`src/rtl/cfdl_pkg.sv`:
```
// ----------------------------------------------------------------------------
// cfdl_pkg
// Shared widths, constants and types of the crossfading lookahead delay line.
// ----------------------------------------------------------------------------
package cfdl_pkg;

  // Ring geometry (power of two, so tap addresses wrap by truncation)
  localparam int DEPTH    = 8192;
  localparam int ADDR_W   = $clog2(DEPTH);

  // Field widths
  localparam int SAMPLE_W = 24;
  localparam int LEVEL_W  = 16;
  localparam int REQ_W    = 13;
  localparam int LEN_W    = 11;
  localparam int RECIP_W  = 17;

  // Crossfade progress, Q1.16 saturated to 0..1.0
  localparam int PROG_FRAC = 16;
  localparam int PROG_W    = PROG_FRAC + 1;
  localparam int PROG_MAX  = 1 << PROG_FRAC;

  // Reset values
  localparam logic signed [LEVEL_W-1:0] LEVEL_RESET = -16'sd25600;
  localparam logic [LEN_W-1:0]          LEN_RESET   = 11'd384;
  localparam logic [RECIP_W-1:0]        RECIP_RESET = 17'd171;

  // Configuration port
  localparam int CFG_IDX_W  = 2;
  localparam int CFG_DATA_W = 17;
  localparam logic [CFG_IDX_W-1:0] CFG_TRANSITION_LENGTH     = 2'd0;
  localparam logic [CFG_IDX_W-1:0] CFG_TRANSITION_RECIPROCAL = 2'd1;
  localparam logic [CFG_IDX_W-1:0] CFG_MONO_MODE             = 2'd2;

  // Result buffer
  localparam int FIFO_DEPTH = 4;
  localparam int FIFO_PTR_W = $clog2(FIFO_DEPTH);
  localparam int FIFO_CNT_W = $clog2(FIFO_DEPTH + 1);

  typedef logic signed [SAMPLE_W-1:0] sample_t;
  typedef logic signed [LEVEL_W-1:0]  level_t;
  typedef logic [ADDR_W-1:0]          addr_t;
  typedef logic [REQ_W-1:0]           delay_t;
  typedef logic [PROG_W-1:0]          prog_t;

  // One ring entry: both samples and the level
  typedef struct packed {
    sample_t left;
    sample_t right;
    level_t  level;
  } tap_t;

  // Per-item control that travels with the datapath
  typedef struct packed {
    logic   active;
    logic   mono;
    delay_t delay;
  } meta_t;

  typedef struct packed {
    sample_t delayed_left;
    sample_t delayed_right;
    level_t  aligned_level_db;
    logic    transition_active;
    delay_t  delay_in_use;
  } result_t;

endpackage

```
`src/rtl/cfdl_blend.sv`:
```
// ----------------------------------------------------------------------------
// cfdl_blend
// Two-stage linear crossfade: difference times progress, then floor shift
// and add to the current tap; mono copy of left onto right.
// ----------------------------------------------------------------------------
module cfdl_blend (
  input  logic                  clk_i,
  input  logic                  rst_ni,
  input  logic                  valid_i,
  input  cfdl_pkg::tap_t        cur_i,
  input  cfdl_pkg::tap_t        tgt_i,
  input  cfdl_pkg::prog_t       prog_i,
  input  cfdl_pkg::meta_t       meta_i,
  output logic                  valid_o,
  output cfdl_pkg::result_t     result_o
);

  localparam int SDIFF_W = cfdl_pkg::SAMPLE_W + 1;
  localparam int SPROD_W = SDIFF_W + cfdl_pkg::PROG_W + 1;
  localparam int LDIFF_W = cfdl_pkg::LEVEL_W + 1;
  localparam int LPROD_W = LDIFF_W + cfdl_pkg::PROG_W + 1;

  logic signed [cfdl_pkg::PROG_W:0] prog_s;
  logic signed [SDIFF_W-1:0]        diff_l, diff_r;
  logic signed [LDIFF_W-1:0]        diff_v;
  logic signed [SPROD_W-1:0]        prod_l, prod_r;
  logic signed [LPROD_W-1:0]        prod_v;

  logic                             a_valid_q;
  cfdl_pkg::tap_t                   a_cur_q;
  cfdl_pkg::meta_t                  a_meta_q;
  logic signed [SPROD_W-1:0]        a_prod_l_q, a_prod_r_q;
  logic signed [LPROD_W-1:0]        a_prod_v_q;

  logic signed [SPROD_W-1:0]        sum_l, sum_r;
  logic signed [LPROD_W-1:0]        sum_v;
  cfdl_pkg::result_t                res_d, res_q;
  logic                             res_valid_q;

  // Stage A: tap differences scaled by progress
  always_comb begin
    prog_s = $signed({1'b0, prog_i});
    diff_l = $signed({tgt_i.left[cfdl_pkg::SAMPLE_W-1], tgt_i.left})
           - $signed({cur_i.left[cfdl_pkg::SAMPLE_W-1], cur_i.left});
    diff_r = $signed({tgt_i.right[cfdl_pkg::SAMPLE_W-1], tgt_i.right})
           - $signed({cur_i.right[cfdl_pkg::SAMPLE_W-1], cur_i.right});
    diff_v = $signed({tgt_i.level[cfdl_pkg::LEVEL_W-1], tgt_i.level})
           - $signed({cur_i.level[cfdl_pkg::LEVEL_W-1], cur_i.level});
    prod_l = SPROD_W'(diff_l) * SPROD_W'(prog_s);
    prod_r = SPROD_W'(diff_r) * SPROD_W'(prog_s);
    prod_v = LPROD_W'(diff_v) * LPROD_W'(prog_s);
  end

  always_ff @(posedge clk_i or negedge rst_ni) begin
    if (!rst_ni) begin
      a_valid_q <= 1'b0;
    end else begin
      a_valid_q <= valid_i;
    end
  end

  always_ff @(posedge clk_i) begin
    if (valid_i) begin
      a_cur_q    <= cur_i;
      a_meta_q   <= meta_i;
      a_prod_l_q <= prod_l;
      a_prod_r_q <= prod_r;
      a_prod_v_q <= prod_v;
    end
  end

  // Stage B: floor to Q0 and add to the current tap
  always_comb begin
    sum_l = SPROD_W'(a_cur_q.left)  + (a_prod_l_q >>> cfdl_pkg::PROG_FRAC);
    sum_r = SPROD_W'(a_cur_q.right) + (a_prod_r_q >>> cfdl_pkg::PROG_FRAC);
    sum_v = LPROD_W'(a_cur_q.level) + (a_prod_v_q >>> cfdl_pkg::PROG_FRAC);
    res_d.delayed_left      = sum_l[cfdl_pkg::SAMPLE_W-1:0];
    res_d.delayed_right     = a_meta_q.mono ? sum_l[cfdl_pkg::SAMPLE_W-1:0]
                                            : sum_r[cfdl_pkg::SAMPLE_W-1:0];
    res_d.aligned_level_db  = sum_v[cfdl_pkg::LEVEL_W-1:0];
    res_d.transition_active = a_meta_q.active;
    res_d.delay_in_use      = a_meta_q.delay;
  end

  always_ff @(posedge clk_i or negedge rst_ni) begin
    if (!rst_ni) begin
      res_valid_q <= 1'b0;
    end else begin
      res_valid_q <= a_valid_q;
    end
  end

  always_ff @(posedge clk_i) begin
    if (a_valid_q) begin
      res_q <= res_d;
    end
  end

  assign valid_o  = res_valid_q;
  assign result_o = res_q;

endmodule

```
`config.mk`:
```
export PLATFORM = sky130hd
export DESIGN_NAME = cfdl_blend
export DESIGN_NICKNAME = d
export VERILOG_FILES = /design/src/rtl/cfdl_pkg.sv /design/src/rtl/cfdl_blend.sv
export SDC_FILE = /design/constraint.sdc
export NUM_CORES = 2
export LEC_CHECK = 0
export CORE_ASPECT_RATIO = 0.9
export CORE_MARGIN = 2
export CORE_UTILIZATION = 40
export CTS_BUF_LIST = sky130_fd_sc_hd__clkbuf_16
export DETAILED_ROUTE_END_ITERATION = 16
export DONT_BUFFER_PORTS = 1
export MAX_ROUTING_LAYER = met4
export REMOVE_ABC_BUFFERS = 1
export SYNTH_ARGS = -nofsm -noshare
export SYNTH_HDL_FRONTEND = slang
export SYNTH_SLANG_ARGS = --single-unit
```
`constraint.sdc`:
```
create_clock -name clk_i -period 7.2 [get_ports clk_i]
set_input_delay 0 -clock clk_i [delete_from_list [all_inputs] [get_ports clk_i]]
set_output_delay 0 -clock clk_i [all_outputs]
set_load 0.005 [all_outputs]
```
==> results.json <==
{
  "synth_area_um2": 50270,
  "vias": 38260,
  "slew_headroom": 0.3050,
  "core_um2": 124800,
  "clock_latency_ps": 650,
  "die_y_um": 340.3,
  "cts_max_level": 1,
  "ys_top_cells_by_count": "inv_1 (1314), fa_1 (1017), nand2_1 (725)",
  "drt_drc_violations_left": 0,
  "dieArea_um2": 128500,
  "placed_cells": 7467,
  "met3_usage": 0.04184,
  "grt_start_max_net_pins": 145,
  "fp.dieW_um": 377.7,
  "cts.sinks": 223,
  "worst_slew_pin_slew_ps": 1042,
  "routedWlPerCell_um": 18.89,
  "ys.warnings.count": 0,
  "cts_tree": "yes",
  "cts_root_buf": "clkbuf_16",
  "fin_cells": 7718,
  "rr_endpoint": "result_o[52]",
  "hold_viol": 0,
  "cpMaxStageDelayCell": "fa_1",
  "postSynthAreaPerCell_um2": 9.329,
  "path_max_fanout": 4,
  "start_kind": "primary input",
  "timing.final.max_slew_violations": 0,
  "violations": "setup timing",
  "fin_area_um2": 60420,
  "final_layout_size_suffix_gt1_frac": 0.1626,
  "synth_edf_count": 221,
  "ys_seq_area_frac": 0.1330,
  "cpPeakStageDelay_ps": 510,
  "min_period_over_period": 1.071,
  "placedInstanceArea_um2": 56260,
  "drt.antenna.violating_nets": 0,
  "holdCritStartpoint": "cur_i[63]",
  "worst-r2r-cell-count": 13,
  "hpwlAfterDp_um": 112000,
  "yosys.area.top_type": "fa_1",
  "grtUsageMet2": 0.3685,
  "grt_pass1_wl_um": 232500,
  "reg2reg_slack_ps": 3110,
  "synth_top_area_frac": 0.4050,
  "clk_pin_slew_worst_paths_ps": 60,
  "cts_buffers": 28,
  "cap_violations": 0,
  "hold_path_end": "a_cur_q[63]",
  "portBuffers": 0,
  "required_ps": 7590,
  "min_period_ps": 7713,
  "cp-end-kind": "flip-flop",
  "syn2layout_area_growth_pct": 20.18,
  "crit_top_cell": "fa_1",
  "async_reset_ff_frac": 0.008969,
  "place_congestion": 0.9169,
  "antenna_found_initial": 17,
  "ys_ff_latch": 223,
  "finalWirelength_um": 145800,
  "path_class": "primary input to flip-flop",
  "start_util": 0.4028,
  "worst_clock_skew_ps": 60.47,
  "drtIter0Drc": 2450,
  "viasPerCell": 4.957,
  "fin_nets": 7584,
  "grtUsageTotal": 0.2407,
  "overflow": 0,
  "rsz0062_at_grt": "true",
  "cts.path.max_buffers": 3,
  "whs_path_depth": 1,
  "busiest_layer": "met2",
  "synth.most_common_cell": "inv_1",
  "final-setup-viol-count": 17,
  "hold_class": "primary input to flip-flop",
  "n_fill_cell": 11710,
  "ys.flop_type": "edfxtp_1",
  "dp_slack_ps": -1461,
  "regToRegStartpoint": "a_cur_q[40]",
  "worstPathArrival_ps": 8100,
  "met1_usage": 0.3300,
  "worst_slack_ps": -513.1,
  "firstDrtPassIters": 6,
  "first_global_vias": 41050,
  "status": "complete, but fails checks",
  "syn-instance-count": 5389,
  "num_io_pins": 242,
  "rows": 123,
  "yosys-top-cells-area": "fa_1 (40%), edfxtp_1 (13%), ha_1 (10%)",
  "fmax_mhz": 129.7,
  "ys_types": 93
}
flip-flops by register name (all words and copies together), names as in the netlist:
register    flops
a_prod_r_q     24
valid_o         1
a_prod_l_q     24
result_o       78
a_prod_v_q     16
a_meta_q       15
a_valid_q       1
a_cur_q        64
cells in the final DEF, fill, tap and decap left out, types with 14 or more instances in the layout:
master	instances
a21oi_1	89
nand3_1	23
inv_2	37
xnor2_1	126
a311oi_1	14
xor2_1	38
diode_2	24
nor2_1	189
nand2b_1	39
buf_12	15
ha_1	393
a21o_1	43
inv_1	1275
nor2b_1	29
a21oi_2	24
o21bai_1	15
ha_4	21
fa_1	993
and2_1	343
o21ai_0	68
nor3_1	82
clkbuf_16	28
edfxtp_1	221
o21a_1	45
dlygate4sd3_1	118
nand2_1	714
buf_6	39
o21ai_1	15
fa_2	24
o21ai_2	14
buf_4	602
per-layer routing:
layer / up-vias / wire, um
met5: - / 0
met4: 0 / 4360
met3: 172 / 12510
met2: 1225 / 66150
met1: 19370 / 62740
li1: 17490 / -
cell type report:
cell class	count	area, um2	area share
Clock buffer	28	700.7	0.01160
Multi-Input combinational cell	3630	39000	0.6455
Tap cell	1687	2111	0.03494
Timing Repair Buffer	779	6513	0.1078
Inverter	1323	5007	0.08288
Antenna cell	24	60.06	0.0009940
Sequential cell	223	6690	0.1107
Clock inverter	24	337.8	0.005591
worst max-delay path: cells and delay by family:
kind	cells	cell delay [ps]
compound gates	15	2830
simple gates	5	860
buf+inv	11	910
fa+ha+maj	9	3500
kinds of logic (layout without fill, tap and decap cells):
group / after synthesis / after routing / share of synthesized area
flip-flops: 223 / 223 / 0.1330
multiplexers: 5 / 5 / 0.001095
adder cells (fa/ha/maj): 1436 / 1436 / 0.5093
other: 0 / 24 / 0
buffers and inverters: 1536 / 2154 / 0.1152
XOR/XNOR: 182 / 182 / 0.03240
AO/OA/AOI/OAI: 464 / 464 / 0.06456
AND/OR/NAND/NOR: 1543 / 1543 / 0.1444
metrics by stage:
step / setup TNS [ps] / hold slack, ps / utilization
5_1_grt: -10360 / 10.09 / 0.4840
2_1_floorplan: -18460 / -295.6 / -
3_5_place_dp: -41800 / -295.6 / 0.4508
6_report: -3708 / 29.81 / 0.4841
3_3_place_gp: -40790 / -295.5 / 0.4508
4_1_cts: -1755 / 1.391 / 0.4781
worst max path at each step:
stage                    from  cells past startpoint        endpoint  slack, ps
floorplan           tgt_i[40]                     36  a_prod_l_q[39]      -1240
global placement    tgt_i[16]                     37  a_prod_r_q[39]      -1400
detailed placement  tgt_i[16]                     37  a_prod_r_q[39]      -1460
CTS                 tgt_i[44]                     33  a_prod_l_q[39]       -390
global route        tgt_i[40]                     38  a_prod_l_q[39]       -820
finish              tgt_i[40]                     40  a_prod_l_q[36]       -510
repair_timing:
item | CTS | global route
pin swaps | 144 | 88
setup buffers | 31 | 36
cloned | 2 | 0
hold endpoints to repair | 228 | 0
hold buffers | 119 | 0
gates resized for setup | 206 | 139
setup endpoints to repair | 34 | 37
Power is not shown: default switching activity piles up to over one toggle a cycle in this logic, so the estimate is an artifact.
